--- src/sv/ics_pkg.sv ---
// Shared types, codes and helpers for the internet checksum engine.
package ics_pkg;

	localparam int MAX_SEGMENT_BYTES_DEF = 65535;
	localparam int SUM_W = 16;
	localparam int PSUM_W = 19;	// six 16-bit words summed without carry loss
	localparam int QUEUE_DEPTH = 2;

	localparam logic KIND_START = 1'b0;
	localparam logic KIND_DATA  = 1'b1;

	localparam logic [1:0] REG_INCLUDE_PSEUDO = 2'd0;
	localparam logic [1:0] REG_ZERO_ENABLE    = 2'd1;
	localparam logic [1:0] REG_ZERO_OFFSET    = 2'd2;

	localparam logic [7:0] ZERO_OFFSET_RST = 8'd6;

	typedef enum logic {
		OP_ADD,
		OP_LOAD
	} op_kind_t;

	typedef struct packed {
		op_kind_t            kind;
		logic                last;
		logic [PSUM_W-1:0]   val;
	} ics_op_t;

	typedef struct packed {
		logic       include_pseudo;
		logic       zero_enable;
		logic [7:0] zero_offset;
	} ics_cfg_t;

	// end-around carry fold of a 19-bit partial sum down to 16 bits
	function automatic logic [SUM_W-1:0] oc_fold(input logic [PSUM_W-1:0] v);
		logic [SUM_W:0] t;
		t = (SUM_W+1)'(v[SUM_W-1:0]) + (SUM_W+1)'(v[PSUM_W-1:SUM_W]);
		return t[SUM_W-1:0] + SUM_W'(t[SUM_W]);
	endfunction

endpackage

--- src/sv/ics_front.sv ---
// Front end: classifies items, pairs bytes into words, zeroes the checksum field.
module ics_front #(
	parameter int MAX_SEGMENT_BYTES = ics_pkg::MAX_SEGMENT_BYTES_DEF
) (
	input  logic              clk,
	input  logic              arst_n,
	input  logic              accept,
	input  ics_pkg::ics_cfg_t cfg,
	input  logic              kind,
	input  logic [31:0]       src_addr,
	input  logic [31:0]       dst_addr,
	input  logic [7:0]        protocol,
	input  logic [15:0]       segment_len,
	input  logic [7:0]        data_byte,
	input  logic              last,
	output ics_pkg::ics_op_t  op
);
	import ics_pkg::*;

	localparam int POS_W = $clog2(MAX_SEGMENT_BYTES + 1);
	localparam int CMP_W = (POS_W > 9) ? POS_W : 9;
	localparam logic [POS_W-1:0] POS_MAX = POS_W'(MAX_SEGMENT_BYTES);

	logic [POS_W-1:0] pos_q;
	logic             odd_q;
	logic [7:0]       held_q;

	logic [CMP_W-1:0]  pos_ext;
	logic [CMP_W-1:0]  off_ext;
	logic [CMP_W-1:0]  off1_ext;
	logic              zero_hit;
	logic [7:0]        byte_eff;
	logic [PSUM_W-1:0] psum;

	assign pos_ext  = CMP_W'(pos_q);
	assign off_ext  = CMP_W'(cfg.zero_offset);
	assign off1_ext = off_ext + CMP_W'(1);
	assign zero_hit = cfg.zero_enable && (pos_ext == off_ext || pos_ext == off1_ext);
	assign byte_eff = zero_hit ? 8'h00 : data_byte;

	// pseudo-header words, carries folded later in the back end
	assign psum = PSUM_W'(src_addr[31:16]) + PSUM_W'(src_addr[15:0])
		+ PSUM_W'(dst_addr[31:16]) + PSUM_W'(dst_addr[15:0])
		+ PSUM_W'(protocol) + PSUM_W'(segment_len);

	always_comb begin
		op.last = last;
		if (kind == KIND_START) begin
			op.kind = OP_LOAD;
			op.val  = cfg.include_pseudo ? psum : '0;
		end else begin
			op.kind = OP_ADD;
			if (odd_q) begin
				op.val = PSUM_W'({held_q, byte_eff});
			end else if (last) begin
				op.val = PSUM_W'({byte_eff, 8'h00});	// odd tail, zero pad
			end else begin
				op.val = '0;
			end
		end
	end

	always_ff @(posedge clk or negedge arst_n) begin
		if (!arst_n) begin
			pos_q  <= '0;
			odd_q  <= 1'b0;
			held_q <= '0;
		end else if (accept) begin
			if (last || kind == KIND_START) begin
				pos_q  <= '0;
				odd_q  <= 1'b0;
				held_q <= '0;
			end else begin
				odd_q  <= !odd_q;
				held_q <= odd_q ? 8'h00 : byte_eff;
				if (pos_q != POS_MAX) begin
					pos_q <= pos_q + POS_W'(1);
				end
			end
		end
	end

	a_last_clears: assert property (@(posedge clk) disable iff (!arst_n)
		accept && last |=> !odd_q && pos_q == '0)
		else $error("front state not cleared after last item");

	a_pos_sat: assert property (@(posedge clk) disable iff (!arst_n)
		accept && kind == KIND_DATA && !last && pos_q == POS_MAX |=> pos_q == POS_MAX)
		else $error("byte position did not saturate");

endmodule

--- src/sv/ics_queue.sv ---
// Two-entry queue of summing operations between front and back end.
module ics_queue (
	input  logic             clk,
	input  logic             arst_n,
	input  logic             push,
	input  ics_pkg::ics_op_t push_op,
	output logic             full,
	input  logic             pop,
	output logic             avail,
	output ics_pkg::ics_op_t head_op
);
	import ics_pkg::*;

	localparam int PTR_W = $clog2(QUEUE_DEPTH);
	localparam int CNT_W = $clog2(QUEUE_DEPTH + 1);

	ics_op_t          mem_q [QUEUE_DEPTH];
	logic [PTR_W-1:0] wr_q;
	logic [PTR_W-1:0] rd_q;
	logic [CNT_W-1:0] count_q;

	assign full    = (count_q == CNT_W'(QUEUE_DEPTH));
	assign avail   = (count_q != '0);
	assign head_op = mem_q[rd_q];

	always_ff @(posedge clk) begin
		if (push) begin
			mem_q[wr_q] <= push_op;
		end
	end

	always_ff @(posedge clk or negedge arst_n) begin
		if (!arst_n) begin
			wr_q    <= '0;
			rd_q    <= '0;
			count_q <= '0;
		end else begin
			if (push) begin
				wr_q <= (wr_q == PTR_W'(QUEUE_DEPTH - 1)) ? '0 : wr_q + PTR_W'(1);
			end
			if (pop) begin
				rd_q <= (rd_q == PTR_W'(QUEUE_DEPTH - 1)) ? '0 : rd_q + PTR_W'(1);
			end
			count_q <= count_q + CNT_W'(push) - CNT_W'(pop);
		end
	end

	a_no_overflow: assert property (@(posedge clk) disable iff (!arst_n)
		!(push && full) && !(pop && !avail))
		else $error("queue overflow or underflow");

	a_count_track: assert property (@(posedge clk) disable iff (!arst_n)
		push && !pop |=> count_q == $past(count_q) + CNT_W'(1))
		else $error("queue count out of step");

endmodule

--- src/sv/ics_back.sv ---
// Back end: ones' complement accumulator and result register.
module ics_back (
	input  logic             clk,
	input  logic             arst_n,
	input  logic             avail,
	input  ics_pkg::ics_op_t head_op,
	output logic             pop,
	output logic             out_valid,
	input  logic             out_stall,
	output logic [15:0]      checksum_value
);
	import ics_pkg::*;

	logic [SUM_W-1:0]  sum_q;
	logic [SUM_W-1:0]  sum_next;
	logic [PSUM_W-1:0] pre;
	logic              out_free;

	assign out_free = !out_valid || !out_stall;
	assign pop      = avail && (!head_op.last || out_free);

	always_comb begin
		unique case (head_op.kind)
			OP_LOAD: pre = head_op.val;
			OP_ADD:  pre = PSUM_W'(sum_q) + head_op.val;
			default: pre = head_op.val;
		endcase
		sum_next = oc_fold(pre);
	end

	always_ff @(posedge clk or negedge arst_n) begin
		if (!arst_n) begin
			sum_q     <= '0;
			out_valid <= 1'b0;
		end else begin
			if (pop && head_op.last) begin
				sum_q     <= '0;
				out_valid <= 1'b1;
			end else begin
				if (out_valid && !out_stall) begin
					out_valid <= 1'b0;
				end
				if (pop) begin
					sum_q <= sum_next;
				end
			end
		end
	end

	always_ff @(posedge clk) begin
		if (pop && head_op.last) begin
			checksum_value <= ~sum_next;
		end
	end

	a_no_overwrite: assert property (@(posedge clk) disable iff (!arst_n)
		!(pop && head_op.last && out_valid && out_stall))
		else $error("result overwritten while held");

	a_clear_after_result: assert property (@(posedge clk) disable iff (!arst_n)
		pop && head_op.last |=> sum_q == '0 && out_valid)
		else $error("accumulator not cleared after result");

endmodule

--- src/sv/internet_checksum_pseudo_header.sv ---
// Top level of the internet checksum engine with IPv4 pseudo-header.
//
//  channel | handshake               | carries
//  --------+-------------------------+---------------------------------------------
//  in      | in_valid / in_stall     | kind, src_addr, dst_addr, protocol,
//          |                         | segment_len, data_byte, last
//  out     | out_valid / out_stall   | checksum_value
//  cfg     | cfg_valid / cfg_ready   | cfg_index, cfg_data
//
// One item per clock sustained while the op queue is not full. A result shows on
// out after its last item passes the op queue and the result register, once the
// result register is free. A two-entry op queue sits between the byte-pairing
// front end and the accumulator; in_stall rises only when that queue is full.
// Reset (arst_n low) restores include_pseudo=1, zero_enable=1, zero_offset=6
// and empties sum, byte position, held byte and queue. No clearing pass.
// cfg_ready is always high; writes to an unused index are dropped.
module internet_checksum_pseudo_header #(
	parameter int MAX_SEGMENT_BYTES = ics_pkg::MAX_SEGMENT_BYTES_DEF
) (
	input  logic        clk,
	input  logic        arst_n,

	input  logic        in_valid,
	output logic        in_stall,
	input  logic        kind,
	input  logic [31:0] src_addr,
	input  logic [31:0] dst_addr,
	input  logic [7:0]  protocol,
	input  logic [15:0] segment_len,
	input  logic [7:0]  data_byte,
	input  logic        last,

	output logic        out_valid,
	input  logic        out_stall,
	output logic [15:0] checksum_value,

	input  logic        cfg_valid,
	output logic        cfg_ready,
	input  logic [1:0]  cfg_index,
	input  logic [7:0]  cfg_data
);
	import ics_pkg::*;

	ics_cfg_t cfg_q;
	ics_op_t  front_op;
	ics_op_t  head_op;
	logic     accept;
	logic     q_full;
	logic     q_avail;
	logic     q_pop;

	assign cfg_ready = 1'b1;

	// config registers; user to write only while the engine is idle, unchecked
	always_ff @(posedge clk or negedge arst_n) begin
		if (!arst_n) begin
			cfg_q.include_pseudo <= 1'b1;
			cfg_q.zero_enable    <= 1'b1;
			cfg_q.zero_offset    <= ZERO_OFFSET_RST;
		end else if (cfg_valid && cfg_ready) begin
			unique case (cfg_index)
				REG_INCLUDE_PSEUDO: cfg_q.include_pseudo <= cfg_data[0];
				REG_ZERO_ENABLE:    cfg_q.zero_enable    <= cfg_data[0];
				REG_ZERO_OFFSET:    cfg_q.zero_offset    <= cfg_data;
				default: ;
			endcase
		end
	end

	// an item goes straight into the queue once accepted
	assign in_stall = q_full;
	assign accept   = in_valid && !in_stall;

	ics_front #(
		.MAX_SEGMENT_BYTES(MAX_SEGMENT_BYTES)
	) u_front (
		.clk        (clk),
		.arst_n     (arst_n),
		.accept     (accept),
		.cfg        (cfg_q),
		.kind       (kind),
		.src_addr   (src_addr),
		.dst_addr   (dst_addr),
		.protocol   (protocol),
		.segment_len(segment_len),
		.data_byte  (data_byte),
		.last       (last),
		.op         (front_op)
	);

	ics_queue u_queue (
		.clk    (clk),
		.arst_n (arst_n),
		.push   (accept),
		.push_op(front_op),
		.full   (q_full),
		.pop    (q_pop),
		.avail  (q_avail),
		.head_op(head_op)
	);

	// accumulator keeps draining non-final ops even while a result is held
	ics_back u_back (
		.clk           (clk),
		.arst_n        (arst_n),
		.avail         (q_avail),
		.head_op       (head_op),
		.pop           (q_pop),
		.out_valid     (out_valid),
		.out_stall     (out_stall),
		.checksum_value(checksum_value)
	);

endmodule
--- config.mk ---
export PLATFORM = sky130hd
export DESIGN_NAME = internet_checksum_pseudo_header
export DESIGN_NICKNAME = d
export VERILOG_FILES = /design/src/sv/ics_pkg.sv /design/src/sv/ics_front.sv /design/src/sv/ics_queue.sv /design/src/sv/ics_back.sv /design/src/sv/internet_checksum_pseudo_header.sv
export SDC_FILE = /design/constraint.sdc
export NUM_CORES = 1
export LEC_CHECK = 0
export CAP_MARGIN = 20
export CORE_AREA = 2 2 222 115
export DETAILED_ROUTE_END_ITERATION = 12
export DIE_AREA = 0 0 224 117
export DONT_BUFFER_PORTS = 1
export HOLD_SLACK_MARGIN = 0.1
export SLEW_MARGIN = 30
export SYNTH_ARGS = -nofsm -noshare
export SYNTH_HDL_FRONTEND = slang
export SYNTH_SLANG_ARGS = --single-unit
export TNS_END_PERCENT = 50
--- constraint.sdc ---
create_clock -name clk -period 13.8 [get_ports clk]
set_input_delay 1.38 -clock clk [delete_from_list [all_inputs] [get_ports clk]]
set_output_delay 1.38 -clock clk [all_outputs]
set_load 0.05 [all_outputs]
==> summary.txt <==
Global routing
  – Largest net degree at the start of global routing: 57
  – Initial antenna violation count: 0
  – Number of global-route vias before repair: between 6000 and 7000
  – Total gr overflow: 0
  – Total GRT Usage: 17.8%
  – First-pass GRT wire length: roughly 36000 um

Critical path
  – Worst Setup Start Kind: register
  – CP endpoint kind: register
  – Crit-path slowest cell: dfrtp_1
  – WS Path Type: reg2reg
  – Arrival @ worst endpoint: 7800 ps
  – Worst path required time: between 10000 and 15000 ps
  – CP Max Fanout: 14
  – Largest stage delay, worst path: around 700 ps

Synth
  – Most common cell in the synthesized netlist: inv_1
  – Synth Warn #: 0
  – Syn Nets: between 1000 and 1500
  – Post-Syn Area per Cell: around 10 um^2
  – Async set-reset flop share out of synthesis: approximately half
  – Synth top area share: 19.3%
  – Synth Instances: 891
  – Main synth FF type: edfxtp_1
  – Synthesized area: 9040 um^2
  – Top cells by instance count after synthesis: inv_1 (77), nand2_1 (73), ha_1 (71), nor2_1 (62), edfxtp_1 (58)
  – Yosys top cell by area: edfxtp_1
  – Synth top area cells: edfxtp_1 (19%), dfrtp_1 (14%), ha_1 (9.8%)
  – EDFF count, synth: 58
  – Post-synth cell types: 85
  – Post-synthesis sequential area ratio: 34.8%
  – Synth Register Bits: between 100 and 150

Final layout
  – Layout cells sized above 1: 11.9%
  – Fill count: about 2400
  – Final Util: between 40% and 50%
  – Layout area overhead: 11.3%
  – Ant. Diodes: 0
  – Final instance area: ~10000 um^2
  – Post-route insts no fill: ~1200
  – Final nets: between 1000 and 1500

STA
  – Tightest Pin Transition: about 910 ps
  – Setup repair after global routing missed its margin: false
  – Worst hold margin: roughly 480 ps
  – Period utilization: 54.5%
  – Worst Slack Setup Final: about 6300 ps
  – Slew Limit Fails: 0
  – Max Clk Rate: between 0.1 and 0.15 GHz
  – # setup viols final: 0
  – Final Hold Fails: 0
  – Max-slew headroom: approximately two fifths
  – Setup TNS: 0 ps
  – Final setup skew: around 6.5 ps
  – Final Critical Period: roughly 7500 ps

Clock network
  – CTS max path bufs: 2
  – # resized after CTS: 0
  – Post-CTS setup repair buffer count: 0
  – CTS Buf Count: 17
  – CTS tree: yes
  – Clock Sinks: around 110
  – Cts hold-fix bufs: 0
  – CTS H-tree depth: 4
  – Worst skew pair latency: 420 ps
  – Clock slew at reported path FFs: around 60 ps
  – Clk root buf: clkbuf_16

Placement
  – Pre-CTS setup slack: between 6000 and 7000 ps
  – RePlAce Congestion: roughly 0.92
  – Placement Cell Area: between 9000 and 10000 um^2
  – Placed Cells: ~1200
  – Buffers on Ports: 0
  – DP Wirelength: about 18000 um

Route
  – Uppermost layer routed: met4
  – DR pass1 iterations: 5
  – Via count: ~6500
  – Met2 wire length: 8580 um
  – WL met3: approximately 1500 um
  – Via density per instance: 5.27
  – Wl on met1: 11900 um
  – DRC Markers: 0
  – Number of DRC markers in iteration 0: approximately 540
  – Mean routed wirelength per cell: ~18 um
  – DRT Wirelength: about 22000 um
  – ANT nets after route: 0

Die
  – Die width: around 220 um
  – Die Area: between 20000 and 30000 um^2
  – FP Rows: 41
  – Top Ports: between 100 and 150
  – Starting Density: a little under two fifths
  – Core ar.: approximately 24000 um^2
  – Die span in y: 117 um

Power and ir drop
  – Worst VDD drop: ~0.098 mV
  – Leak: about 4.2 nW
  – Tot Pwr: 2.70 mW
  – Power Dens Cells: approximately 270 nW/um^2

Flow run
  – Max Cap Viol: 0

Outcome
  – Status: completed

Worst hold path
  – Min-delay worst type: reg2reg
[power breakdown]
group	leakage [nW]	switching [mW]	internal, mW
Clock	0.306	0.174	0.322
Sequential	1.28	0.159	0.525
Combinational	2.62	0.919	0.605
[area by class of cell]
type                    instances  area, um^2  share of cell area (%)
clock buffers                  17         425                    4.23
clock inverters                15         233                    2.31
inverters                      78         293                    2.91
multi-input cells             680        5530                    55.0
flip-flops and latches        114        3150                    31.3
well taps                     322         403                    4.00
repair buffers                  4        30.0                   0.298
[registers in the layout, indices dropped and copies added (netlist names)]
name	cells
u_queue.mem_q	42
u_back.checksum_value	16
u_back.sum_q	16
u_front.pos_ext	16
cfg_q	10
u_front.held_q	8
u_queue.count_q	2
u_back.out_valid	1
u_front.odd_q	1
u_queue.rd_q	1
u_queue.wr_q	1
[cells in the final DEF, fill, tap and decap left out, drive strengths merged, types with 6 or more instances in the layout]
master  instances
nand2b          7
and3           13
o21ai          60
a211oi          7
nand2          73
xor2           30
xnor2          46
o31ai           6
or3             8
mux2           28
ha             71
nand4           8
inv            79
edfxtp         58
nor2b           8
o21bai          8
nor2           67
o22ai          13
a21o           14
nor3           13
fa             43
o21a            6
o2bb2a          7
mux2i          12
a21oi          47
clkbuf         17
nand3          26
dfrtp          52
[routing by layer]
metal	GRT usage (%)	up-vias
met5	0	-
met3	5.02	18
met1	27.4	3121
li1	-	3181
met2	24.3	168
met4	4.44	0
[worst max-delay path: cells and delay by family (launching register included)]
kind                     cells  cell delay (ps)
buffers and inverters        3              570
flip-flops                   1              700
AND/OR/NAND/NOR             10             2650
AO/OA/AOI/OAI               10             1490
adder cells (fa/ha/maj)      3              950
XOR/XNOR                     2              630
multiplexers                 1              380
[worst paths after layout]
check,to,cells after the start,slack (ps),from
setup / recovery,u_back.sum_q[15],29,6280,u_queue.rd_q
hold / removal,u_front.held_q[3],2,480,u_front.held_q[3]
setup reg to reg,u_back.sum_q[15],29,6280,u_queue.rd_q
hold reg to reg,u_front.held_q[3],2,480,u_front.held_q[3]
max in group asynchronous,cfg_q[9],0,12970,arst_n
min in group asynchronous,cfg_q[7],0,650,arst_n
[kinds of logic (layout without fill, tap and decap cells)]
logic type / Yosys count / after routing / share of synthesized area [%]
other: 1 / 1 / 0.0415
DFF: 114 / 114 / 34.8
and+or+nand+nor: 247 / 247 / 13.6
adders and majority gates: 114 / 114 / 19.3
buffers and inverters: 97 / 114 / 4.26
AOI/OAI and AO/OA: 202 / 202 / 15.2
muxes: 40 / 40 / 5.27
xor gates and xnor gates: 76 / 76 / 7.45
No activity file was read; power rests on OpenSTA's default activity.
